## src/itp_pkg.sv

```systemverilog
package itp_pkg;

  typedef enum logic [2:0] {
    OP_ADD,
    OP_SUB,
    OP_MUL,
    OP_DIV,
    OP_POW,
    OP_LPAREN
  } op_code_t;

  typedef enum logic [1:0] {
    ST_OK,
    ST_OVERFLOW,
    ST_UNM_CLOSE,
    ST_UNM_OPEN
  } status_t;

  typedef enum logic [2:0] {
    K_FLUSH,
    K_SPACE,
    K_OPER,
    K_LPAREN,
    K_RPAREN,
    K_OPERAND
  } kind_t;

  typedef enum logic [1:0] {
    EMIT_TOP,
    EMIT_CHAR,
    EMIT_STATUS
  } emit_sel_t;

  typedef enum logic {
    S_IDLE,
    S_WORK
  } state_t;

  localparam logic [7:0] CH_SPACE = 8'h20;
  localparam logic [7:0] CH_PLUS  = 8'h2B;
  localparam logic [7:0] CH_MINUS = 8'h2D;
  localparam logic [7:0] CH_STAR  = 8'h2A;
  localparam logic [7:0] CH_SLASH = 8'h2F;
  localparam logic [7:0] CH_CARET = 8'h5E;
  localparam logic [7:0] CH_LP    = 8'h28;
  localparam logic [7:0] CH_RP    = 8'h29;

  typedef struct packed {
    logic      load;
    logic      push;
    logic      pop;
    logic      emit;
    emit_sel_t emit_sel;
    status_t   emit_status;
    logic      emit_last;
    logic      set_open;
  } itp_cmd_t;

  typedef struct packed {
    kind_t kind;
    logic  empty;
    logic  full;
    logic  has_sec;
    logic  top_lp;
    logic  top_pops;
    logic  sec_lp;
    logic  sec_pops;
    logic  open_err;
    logic  out_free;
  } itp_sts_t;

  function automatic logic [7:0] code_char(input op_code_t c);
    logic [7:0] r;
    case (c)
      OP_ADD:    r = CH_PLUS;
      OP_SUB:    r = CH_MINUS;
      OP_MUL:    r = CH_STAR;
      OP_DIV:    r = CH_SLASH;
      OP_POW:    r = CH_CARET;
      OP_LPAREN: r = CH_LP;
      default:   r = 8'h00;
    endcase
    return r;
  endfunction

  function automatic logic [2:0] op_prec(input op_code_t c);
    logic [2:0] r;
    case (c)
      OP_POW:  r = 3'd4;
      OP_MUL:  r = 3'd3;
      OP_DIV:  r = 3'd3;
      OP_ADD:  r = 3'd2;
      OP_SUB:  r = 3'd2;
      default: r = 3'd0;
    endcase
    return r;
  endfunction

  function automatic op_code_t ch_code(input logic [7:0] ch);
    op_code_t r;
    case (ch)
      CH_PLUS:  r = OP_ADD;
      CH_MINUS: r = OP_SUB;
      CH_STAR:  r = OP_MUL;
      CH_SLASH: r = OP_DIV;
      CH_CARET: r = OP_POW;
      default:  r = OP_LPAREN;
    endcase
    return r;
  endfunction

  function automatic kind_t classify(input logic [7:0] ch, input logic flush);
    kind_t r;
    if (flush) begin
      r = K_FLUSH;
    end else begin
      case (ch)
        CH_SPACE: r = K_SPACE;
        CH_PLUS:  r = K_OPER;
        CH_MINUS: r = K_OPER;
        CH_STAR:  r = K_OPER;
        CH_SLASH: r = K_OPER;
        CH_CARET: r = K_OPER;
        CH_LP:    r = K_LPAREN;
        CH_RP:    r = K_RPAREN;
        default:  r = K_OPERAND;
      endcase
    end
    return r;
  endfunction

endpackage

```

## src/infix_to_postfix_converter.sv

```systemverilog
// Channel  Direction  tdata               tuser                          tlast
// in_      slave      [7:0] character     -                              end of expression
// out_     master     [7:0] out character [0] has_char, [2:1] status     last result of item
//
// One item is taken, then worked on alone: a beat that makes no stack pop is
// accepted, then decided. Each popped operator, and each '(' dropped by a flush,
// adds a step, set by the single stack read port that refills the second-from-top
// register. A stalled output holds the work loop; the next beat is accepted in the
// cycle after the item's last step. Reset clears the state, the open-bracket flag,
// the stack count and the output valid; stack entries need none.
module infix_to_postfix_converter
  import itp_pkg::*;
#(
  parameter int STACK_DEPTH = 16
) (
  input  logic       clk,
  input  logic       rst_n,
  input  logic       in_tvalid,
  output logic       in_tready,
  input  logic [7:0] in_tdata,   // [7:0] ch
  input  logic       in_tlast,   // flush
  output logic       out_tvalid,
  input  logic       out_tready,
  output logic [7:0] out_tdata,  // [7:0] out_ch
  output logic [2:0] out_tuser,  // [0] has_char, [2:1] status
  output logic       out_tlast   // last
);

  itp_cmd_t cmd;
  itp_sts_t sts;

  // Sequence the item: accept, then step pops, pushes and emits.
  itp_ctrl u_ctrl (
    .clk       (clk),
    .rst_n     (rst_n),
    .in_tvalid (in_tvalid),
    .in_tready (in_tready),
    .sts       (sts),
    .cmd       (cmd)
  );

  // Hold the operator stack, the item and the output register.
  itp_datapath #(
    .STACK_DEPTH (STACK_DEPTH)
  ) u_dp (
    .clk        (clk),
    .rst_n      (rst_n),
    .in_ch      (in_tdata),
    .in_flush   (in_tlast),
    .cmd        (cmd),
    .sts        (sts),
    .out_tvalid (out_tvalid),
    .out_tready (out_tready),
    .out_tdata  (out_tdata),
    .out_tuser  (out_tuser),
    .out_tlast  (out_tlast)
  );

endmodule

```

## src/itp_datapath.sv

```systemverilog
module itp_datapath
  import itp_pkg::*;
#(
  parameter int STACK_DEPTH = 16
) (
  input  logic       clk,
  input  logic       rst_n,
  input  logic [7:0] in_ch,
  input  logic       in_flush,
  input  itp_cmd_t   cmd,
  output itp_sts_t   sts,
  output logic       out_tvalid,
  input  logic       out_tready,
  output logic [7:0] out_tdata,
  output logic [2:0] out_tuser,
  output logic       out_tlast
);

  localparam int CW = $clog2(STACK_DEPTH + 1);
  localparam int IW = $clog2(STACK_DEPTH);

  op_code_t        stack_mem [STACK_DEPTH];
  logic [CW-1:0]   count_r, count_nxt;
  op_code_t        top_r, sec_r;
  kind_t           kind_r;
  op_code_t        code_r;
  logic [7:0]      ch_r;
  logic            open_r;
  logic [IW-1:0]   rd_addr;

  logic            out_valid_r, out_valid_nxt;
  logic [7:0]      out_data_r;
  logic [2:0]      out_user_r;
  logic            out_last_r;
  logic [7:0]      emit_ch;
  logic            emit_has;
  status_t         emit_st;

  // Latch the item and decode it once.
  always_ff @(posedge clk) begin
    if (cmd.load) begin
      kind_r <= classify(in_ch, in_flush);
      code_r <= ch_code(in_ch);
      ch_r   <= in_ch;
    end
  end

  always_ff @(posedge clk) begin
    if (!rst_n) begin
      open_r <= 1'b0;
    end else if (cmd.load) begin
      open_r <= 1'b0;
    end else if (cmd.set_open) begin
      open_r <= 1'b1;
    end
  end

  always_comb begin
    count_nxt = count_r;
    if (cmd.push) begin
      count_nxt = count_r + CW'(1);
    end else if (cmd.pop) begin
      count_nxt = count_r - CW'(1);
    end
  end

  always_ff @(posedge clk) begin
    if (!rst_n) begin
      count_r <= '0;
    end else begin
      count_r <= count_nxt;
    end
  end

  assign rd_addr = IW'(count_r - CW'(3));

  // Keep the two upper entries in registers; refill the second from memory.
  always_ff @(posedge clk) begin
    if (cmd.push) begin
      stack_mem[count_r[IW-1:0]] <= code_r;
      top_r <= code_r;
      sec_r <= top_r;
    end else if (cmd.pop) begin
      top_r <= sec_r;
      if (count_r > CW'(2)) begin
        sec_r <= stack_mem[rd_addr];
      end
    end
  end

  always_comb begin
    sts.kind     = kind_r;
    sts.empty    = (count_r == '0);
    sts.full     = (count_r == CW'(STACK_DEPTH));
    sts.has_sec  = (count_r > CW'(1));
    sts.top_lp   = (top_r == OP_LPAREN);
    sts.top_pops = (top_r != OP_LPAREN) && (op_prec(top_r) >= op_prec(code_r));
    sts.sec_lp   = (sec_r == OP_LPAREN);
    sts.sec_pops = (sec_r != OP_LPAREN) && (op_prec(sec_r) >= op_prec(code_r));
    sts.open_err = open_r;
    sts.out_free = !out_valid_r || out_tready;
  end

  always_comb begin
    case (cmd.emit_sel)
      EMIT_TOP: begin
        emit_ch  = code_char(top_r);
        emit_has = 1'b1;
        emit_st  = ST_OK;
      end
      EMIT_CHAR: begin
        emit_ch  = ch_r;
        emit_has = 1'b1;
        emit_st  = ST_OK;
      end
      default: begin
        emit_ch  = 8'h00;
        emit_has = 1'b0;
        emit_st  = cmd.emit_status;
      end
    endcase
  end

  always_comb begin
    out_valid_nxt = out_valid_r;
    if (cmd.emit) begin
      out_valid_nxt = 1'b1;
    end else if (out_tready) begin
      out_valid_nxt = 1'b0;
    end
  end

  always_ff @(posedge clk) begin
    if (!rst_n) begin
      out_valid_r <= 1'b0;
    end else begin
      out_valid_r <= out_valid_nxt;
    end
  end

  always_ff @(posedge clk) begin
    if (cmd.emit) begin
      out_data_r <= emit_ch;
      out_user_r <= {emit_st, emit_has};
      out_last_r <= cmd.emit_last;
    end
  end

  assign out_tvalid = out_valid_r;
  assign out_tdata  = out_data_r;
  assign out_tuser  = out_user_r;
  assign out_tlast  = out_last_r;

endmodule

```

## src/itp_ctrl.sv

```systemverilog
module itp_ctrl
  import itp_pkg::*;
(
  input  logic     clk,
  input  logic     rst_n,
  input  logic     in_tvalid,
  output logic     in_tready,
  input  itp_sts_t sts,
  output itp_cmd_t cmd
);

  state_t state_r, state_nxt;

  always_ff @(posedge clk) begin
    if (!rst_n) begin
      state_r <= S_IDLE;
    end else begin
      state_r <= state_nxt;
    end
  end

  always_comb begin
    state_nxt = state_r;
    case (state_r)
      S_IDLE: begin
        if (in_tvalid) begin
          state_nxt = S_WORK;
        end
      end
      S_WORK: begin
        case (sts.kind)
          K_SPACE: begin
            state_nxt = S_IDLE;
          end
          K_OPERAND: begin
            if (sts.out_free) state_nxt = S_IDLE;
          end
          K_LPAREN: begin
            if (!sts.full || sts.out_free) state_nxt = S_IDLE;
          end
          K_OPER: begin
            if (!(!sts.empty && sts.top_pops) && (!sts.full || sts.out_free)) begin
              state_nxt = S_IDLE;
            end
          end
          K_RPAREN: begin
            if ((sts.empty && sts.out_free) || (!sts.empty && sts.top_lp)) begin
              state_nxt = S_IDLE;
            end
          end
          K_FLUSH: begin
            if (sts.empty && sts.out_free) state_nxt = S_IDLE;
          end
          default: begin
            state_nxt = S_IDLE;
          end
        endcase
      end
      default: begin
        state_nxt = S_IDLE;
      end
    endcase
  end

  assign in_tready = (state_r == S_IDLE);

  always_comb begin
    cmd             = '0;
    cmd.emit_sel    = EMIT_STATUS;
    cmd.emit_status = ST_OK;
    cmd.load        = in_tvalid && in_tready;
    case (state_r)
      S_WORK: begin
        case (sts.kind)
          K_OPERAND: begin
            cmd.emit      = sts.out_free;
            cmd.emit_sel  = EMIT_CHAR;
            cmd.emit_last = 1'b1;
          end
          K_LPAREN: begin
            if (!sts.full) begin
              cmd.push = 1'b1;
            end else begin
              cmd.emit        = sts.out_free;
              cmd.emit_status = ST_OVERFLOW;
              cmd.emit_last   = 1'b1;
            end
          end
          K_OPER: begin
            if (!sts.empty && sts.top_pops) begin
              cmd.emit      = sts.out_free;
              cmd.pop       = sts.out_free;
              cmd.emit_sel  = EMIT_TOP;
              cmd.emit_last = !(sts.has_sec && sts.sec_pops);
            end else if (!sts.full) begin
              cmd.push = 1'b1;
            end else begin
              cmd.emit        = sts.out_free;
              cmd.emit_status = ST_OVERFLOW;
              cmd.emit_last   = 1'b1;
            end
          end
          K_RPAREN: begin
            if (sts.empty) begin
              cmd.emit        = sts.out_free;
              cmd.emit_status = ST_UNM_CLOSE;
              cmd.emit_last   = 1'b1;
            end else if (sts.top_lp) begin
              cmd.pop = 1'b1;
            end else begin
              cmd.emit      = sts.out_free;
              cmd.pop       = sts.out_free;
              cmd.emit_sel  = EMIT_TOP;
              cmd.emit_last = sts.has_sec && sts.sec_lp;
            end
          end
          K_FLUSH: begin
            if (sts.empty) begin
              cmd.emit        = sts.out_free;
              cmd.emit_status = sts.open_err ? ST_UNM_OPEN : ST_OK;
              cmd.emit_last   = 1'b1;
            end else if (sts.top_lp) begin
              cmd.pop      = 1'b1;
              cmd.set_open = 1'b1;
            end else begin
              cmd.emit     = sts.out_free;
              cmd.pop      = sts.out_free;
              cmd.emit_sel = EMIT_TOP;
            end
          end
          default: begin
            cmd.emit = 1'b0;
          end
        endcase
      end
      default: begin
        cmd.emit = 1'b0;
      end
    endcase
  end

endmodule

```

## config.mk

```make
export PLATFORM = sky130hd
export DESIGN_NAME = infix_to_postfix_converter
export DESIGN_NICKNAME = d
export VERILOG_FILES = /design/src/itp_pkg.sv /design/src/infix_to_postfix_converter.sv /design/src/itp_datapath.sv /design/src/itp_ctrl.sv
export SDC_FILE = /design/constraint.sdc
export NUM_CORES = 1
export LEC_CHECK = 0
export BUFFER_PORTS_ARGS = -buffer_cell sky130_fd_sc_hd__buf_2
export CAP_MARGIN = 5
export CORE_ASPECT_RATIO = 0.9
export CORE_MARGIN = 2
export CORE_UTILIZATION = 60
export DETAILED_ROUTE_END_ITERATION = 6
export PLACE_DENSITY = 0.79
export SLEW_MARGIN = 20
export SYNTH_ARGS = -nofsm -noshare
export SYNTH_HDL_FRONTEND = slang
export SYNTH_HIERARCHICAL = 1
export SYNTH_SLANG_ARGS = --single-unit
```

## constraint.sdc

```tcl
create_clock -name clk -period 4.15 [get_ports clk]
set_clock_uncertainty 0.1 [all_clocks]
set_input_delay 1.0375 -clock clk [delete_from_list [all_inputs] [get_ports clk]]
set_output_delay 1.0375 -clock clk [all_outputs]
set_load 0.1 [all_outputs]
```

# Word-level counts from Yosys, hierarchy flattened
# Memories as Yosys holds them, arrays and structs flattened.
# Cells that the tools add are included.
[totals]
regBits = 40
ram_bits = 48
output_inout_bits = 14
word_cells = 149
memories = 1
[classes]
add_sub_neg = 3
magnitude_cmp = 4
n_eq_ne = 30
mux = 58
bitwise = 2
n_reduce_logical = 38
[mem_list]
columns = ["memory", "words", "width", "read_ports", "rd_clocked_by_memory_dff", "write_ports", "line_no", "source"]
rows = [
  ["u_dp.stack_mem", 16, 3, 1, 0, 1, "itp_datapath.sv:22", "op_code_t stack_mem [STACK_DEPTH];"],
]
[ops]
columns = ["operator", "count"]
rows = [
  ["8-bit by 6-bit == test with 1-bit output (second input constant)", 7],
  ["7-bit one-hot mux with 6 select lines", 1],
  ["3-bit one-hot mux with 3 select lines", 3],
  ["1-bit 2-to-1 mux", 26],
  ["3-bit by 2-bit == test with 1-bit output (second input constant)", 8],
  ["3-bit == test (second input constant)", 7],
  ["3-bit 2-to-1 mux", 7],
  ["2-bit OR reduction", 9],
  ["8-bit one-hot mux with 2 select lines", 1],
  ["3-bit one-hot mux with 5 select lines", 1],
  ["2-bit 2-to-1 mux", 7],
  ["3-bit zero test", 4],
  ["3-bit one-hot mux with 4 select lines", 1],
  ["5-bit 2-to-1 mux", 2],
  ["1-bit one-hot mux with 5 select lines", 2],
  ["3-bit by 1-bit == test with 1-bit output (second input constant)", 3],
  ["1-bit logical AND", 9],
  ["8-bit by 7-bit == test with 1-bit output (second input constant)", 1],
  ["2-bit one-hot mux with 4 select lines", 1],
  ["3-bit >= comparator", 2],
  ["6-bit 2-to-1 mux", 1],
  ["3-bit inequality test (second input constant)", 2],
  ["1-bit one-hot mux with 2 select lines", 3],
  ["2-bit one-hot mux with 3 select lines", 1],
  ["other kinds (17)", 26],
]

# Longest topological paths before layout
[logic_depth]
depth_word = 13
mapped_depth = 14

# Cells and area by module
# The synthesis kept the hierarchy.
[by_module_without_submodules]
columns = ["mod", "instances", "cells_each", "area_each_um2", "seq_area_each_um2"]
rows = [
  ["itp_datapath", 1, 275, 3906.2, 2542.4],
  ["itp_ctrl", 1, 50, 351.6, 20.0],
]

# Least setup slack after synthesis
# No wires, ideal clock.
[synth_path]
kind = "register -> register"
start = "register u_dp.code_r[1]"
end = "memory u_dp/stack_mem[2][0] in the netlist's numbering (enable)"
setup_ns = 0.319
t_arrival_ns = 2.829
path_slack_ns = 0.902
stages_incl_launch_ff = 12
path_buffers = 2
period_less_slack_ns = 3.248
path_cell_list = "edfxtp_1 nor2b_1 ha_1 nand2b_1 a21o_1 a21oi_1 nor2_1 a2111oi_1 clkbuf_1 clkbuf_1 nand2_1 nor2_1"
[synth_lines]
columns = ["item", "line_no", "source"]
rows = [
  ["start, declared", "itp_datapath.sv:26", "op_code_t code_r;"],
  ["start signal, assigned", "itp_datapath.sv:43", "code_r <= ch_code(in_ch);"],
  ["end, declared", "itp_datapath.sv:22", ""],
]

==> results.toml <==
[power_and_ir_drop]
swShare = 0.234
p_leak_nw = 1.62
p_comb_frac = 0.072
internal_power_w = 0.00131
ir_drop_mv = 0.175
p_switching_w = 0.000401
p_seq_frac = 0.576
power_density_nw_per_um2 = 367
clockPowerShare = 0.351

[sta]
hold_viol_final = 0
hold_ws_ns = 0.436
min_period_ns = 3.36
finalSetupTns_ns = 0
setup_viol = 0
worstMarginPinSlew_ns = 1.02
fin_crit_sh = 0.810
setup_slack_ns = 0.788
final_max_slew_viol_count = 0
grt_setup_unrepaired = "no"
clock.fmax_mhz = 297
max_slew_margin = 0.313

[clock_tree]
cts_setup_buffers = 0
cts_tree = "done"
cts-hold-fix-buffers = 0
htree_levels = 3
cts_resized = 0
clk_path_buf_depth = 2
clock_latency_ns = 0.36
path_clk_slew_ns = 0.09
clkSinkCount = 88
numCtsBuffers = 9
root_buffer = "clkbuf_8"

[cells_and_area]
fin_nets = 377
layout-drive-gt1-share = 0.198
syn2layout_area_growth_pct = 9.67
nFillCells = 501
antennaDiodeCount = 0

[synthesis]
ys_ff_latch = 88
ys_seq_area_frac = 0.602
async_reset_ff_frac = 0
yosysUniqueCellTypes = 57
synth_area_per_cell_um2 = 13.1
syn_area_um2 = 4260
synth_compound_area_frac = 0.0923
syn-num-nets = 349
synth_xor_area_frac = 0.0141
synth-edff-count = 80
synth-main-ff-cell = "edfxtp_1"
syn_inst = 325
synth_simple_gate_area_share = 0.133
yosysWarningCount = 6
synth_top_family_by_area = "simple AND/OR/NAND/NOR gates"
synthAdderAreaFrac = 0.0323
synth_mux_area_frac = 0.0926

[route]
dr.pass1.iters = 5
drt-initial-drc-count = 213
num_vias = 2727
wirelength_um = 8250
route.detailed.drc = 0
postRouteAntennaNets = 0
avgViaCountPerCell = 6.05
detail_route.wl_per_cell_um = 18.3

[grt]
grt_max_degree = 20
grt_antenna_before_repair = 0
first_global_vias = 2681
track_usage = 0.228
grt_first_pass_wirelength_um = 13400
grt-ovfl-total = 0

[setup_path]
crit_path_frequent_cell = "nor2_1"
critPathCaptureType = "flop"
critPathTopFamily = "simple AND/OR/NAND/NOR gates"
worstPathMaxFanout = 10
cp_slowest_cell = "a2111oi_2"
arrival_ns = 3.31
start_kind = "flop"
crit_type = "reg2reg"
cp.depth = 9
critPathBufInv = 0
crit_chain = "nor2b_1, ha_1, nand2b_1, a21o_1, a21oi_1, nor2_1, a2111oi_2, nand2_1, nor2_1"
r2r_cells = 9
required_ns = 4.10
critPathMaxStageDelay_ns = 0.73

[min_path]
hp-class = "reg2reg"
holdPathStages = 2

[floorplanning]
num_io_pins = 27
rows = 29
die_w_um = 92.8
die_area_um2 = 7790
dieHeight_um = 83.9
placeableCoreArea_um2 = 6970
start_util = 0.611

[status]
status = "complete, no violations"

[placement]
dpl.hpwl_um = 5720
gp_congestion = 0.911
dp_slack_ns = 0.798
port_buffers = 26

[flow_run]
maxCapViolCount = 0
-- synthesized netlist by cell type (all sizes together) (2+ instances only) --
library cell  instances  area share
nor3                  3      0.0035
xnor2                 4      0.0082
and3b                 3      0.0062
ha                   11       0.032
clkbuf                8      0.0071
inv                  13       0.011
buf                   7       0.015
nor2b                 6      0.0094
nor3b                 3      0.0053
and3                  5      0.0073
mux4                 12       0.070
mux2i                 3      0.0071
edfxtp               80        0.56
dfxtp                 8       0.038
a32oi                 2      0.0041
a22o                  2      0.0041
o21ai                16       0.021
and2                  7       0.010
a21o                  3      0.0053
nor2                 37       0.033
a21boi                2      0.0035
nor4                  2      0.0029
o22ai                 2      0.0029
nand2                27       0.024
mux2                  6       0.016
o21a                  3      0.0053
a211oi                3      0.0053
xor2                  2      0.0059
nand3                 3      0.0035
a21oi                16       0.019
nand2b                8       0.012
-- cell type report --
type | count | area, um^2 | share of cell area
clock inverter | 6 | 66.3 | 0.0142
sequential | 88 | 2560 | 0.549
timing repair buffer | 32 | 175 | 0.0375
tap | 93 | 116 | 0.0249
multi-input combinational | 209 | 1560 | 0.335
inverter | 13 | 48.8 | 0.0105
clock buffer | 10 | 138 | 0.0295
-- power by group through the flow --
| stage | Sequential, W | Combinational (W) | Clock, W |
|---|---|---|---|
| 6_report | 0.000988 | 0.000124 | 0.000602 |
| 5_1_grt | 0.000990 | 0.000134 | 0.000640 |
| 4_1_cts | 0.000988 | 0.000123 | 0.000611 |
| 3_5_place_dp | 0.00101 | 0.000123 | 0 |
| 3_3_place_gp | 0.00101 | 0.000121 | 0 |
| 2_1_floorplan | 0.00103 | 0.0000699 | 0 |
-- registers in the layout, indices dropped and copies added, names as in the netlist --
register / count
u_dp/open_r: 1
u_dp/count_r: 5
u_dp/out_tdata: 8
u_dp/kind_r: 3
u_dp/code_r: 3
u_dp/out_tvalid: 1
u_dp/ch_r: 8
u_dp/top_r: 3
u_dp/out_tuser: 3
u_dp/stack_mem: 48
u_dp/sec_r: 3
u_dp/out_tlast: 1
u_ctrl/state_r: 1
-- metrics by stage --
stage | instances | power (W) | utilization | instance area [um^2]
5_1_grt | 451 | 0.00176 | 0.670 | 4670
6_report | 451 | 0.00171 | 0.670 | 4670
4_1_cts | 451 | 0.00172 | 0.670 | 4670
2_1_floorplan | 325 | 0.00110 | - | 4260
3_5_place_dp | 435 | 0.00113 | 0.641 | 4470
3_3_place_gp | 435 | 0.00113 | 0.641 | 4470
-- routing by layer --
metal	track usage	vias up	share of wire
met4	0.0949	0	0.018
met1	0.337	1330	0.46
met3	0.0551	13	0.070
met5	0	-	0
li1	-	1271	-
met2	0.325	113	0.45
-- path summary, 6_finish.rpt --
check / from / endpoint / slack, ns
setup / recovery: u_dp/code_r[2]$_DFFE_PP_ / u_dp/stack_mem[11][0]$_DFFE_PP_ / 0.79
hold / removal: u_dp/open_r$_SDFFE_PP0P_ / u_dp/open_r$_SDFFE_PP0P_ / 0.44
setup reg to reg: u_dp/code_r[2]$_DFFE_PP_ / u_dp/stack_mem[11][0]$_DFFE_PP_ / 0.79
hold reg to reg: u_dp/open_r$_SDFFE_PP0P_ / u_dp/open_r$_SDFFE_PP0P_ / 0.44
-- logic make-up (layout without fill, tap and decap cells) --
group	after synthesis	in the layout
multiplexers	21	21
XOR/XNOR	6	6
buffers and inverters	28	61
flip-flops	88	88
AO/OA/AOI/OAI	59	59
adder cells (fa/ha/maj)	11	11
AND/OR/NAND/NOR	112	112
-- layout by cell type (no fill, tap or decap), types with 3 or more instances in the layout --
| cell | count |
|---|---|
| edfxtp_1 | 80 |
| nor2_1 | 37 |
| nand2_1 | 27 |
| buf_2 | 26 |
| a21oi_1 | 16 |
| inv_1 | 13 |
| ha_1 | 11 |
| clkbuf_8 | 10 |
| o21ai_0 | 8 |
| dfxtp_1 | 8 |
| nand2b_1 | 8 |
| and2_1 | 7 |
| mux4_1 | 7 |
| o21ai_1 | 6 |
| mux2_2 | 6 |
| buf_4 | 6 |
| nor2b_1 | 5 |
| and3_1 | 5 |
| mux4_2 | 5 |
| xnor2_1 | 4 |
| and3b_1 | 3 |
| o21a_1 | 3 |
| nand3_1 | 3 |
| a211oi_1 | 3 |
| nor3_1 | 3 |
| nor3b_1 | 3 |
| mux2i_1 | 3 |
| a21o_1 | 3 |
-- worst reg2reg max path: stages, from the launching register on --
cell and delay (ns):
edfxtp_1 0.55, nor2b_1 0.19, ha_1 0.24, nand2b_1 0.14, a21o_1 0.17, a21oi_1 0.14, nor2_1 0.11, a2111oi_2 0.73
nand2_1 0.36, nor2_1 0.34
Power figures use the tool's default switching activity.
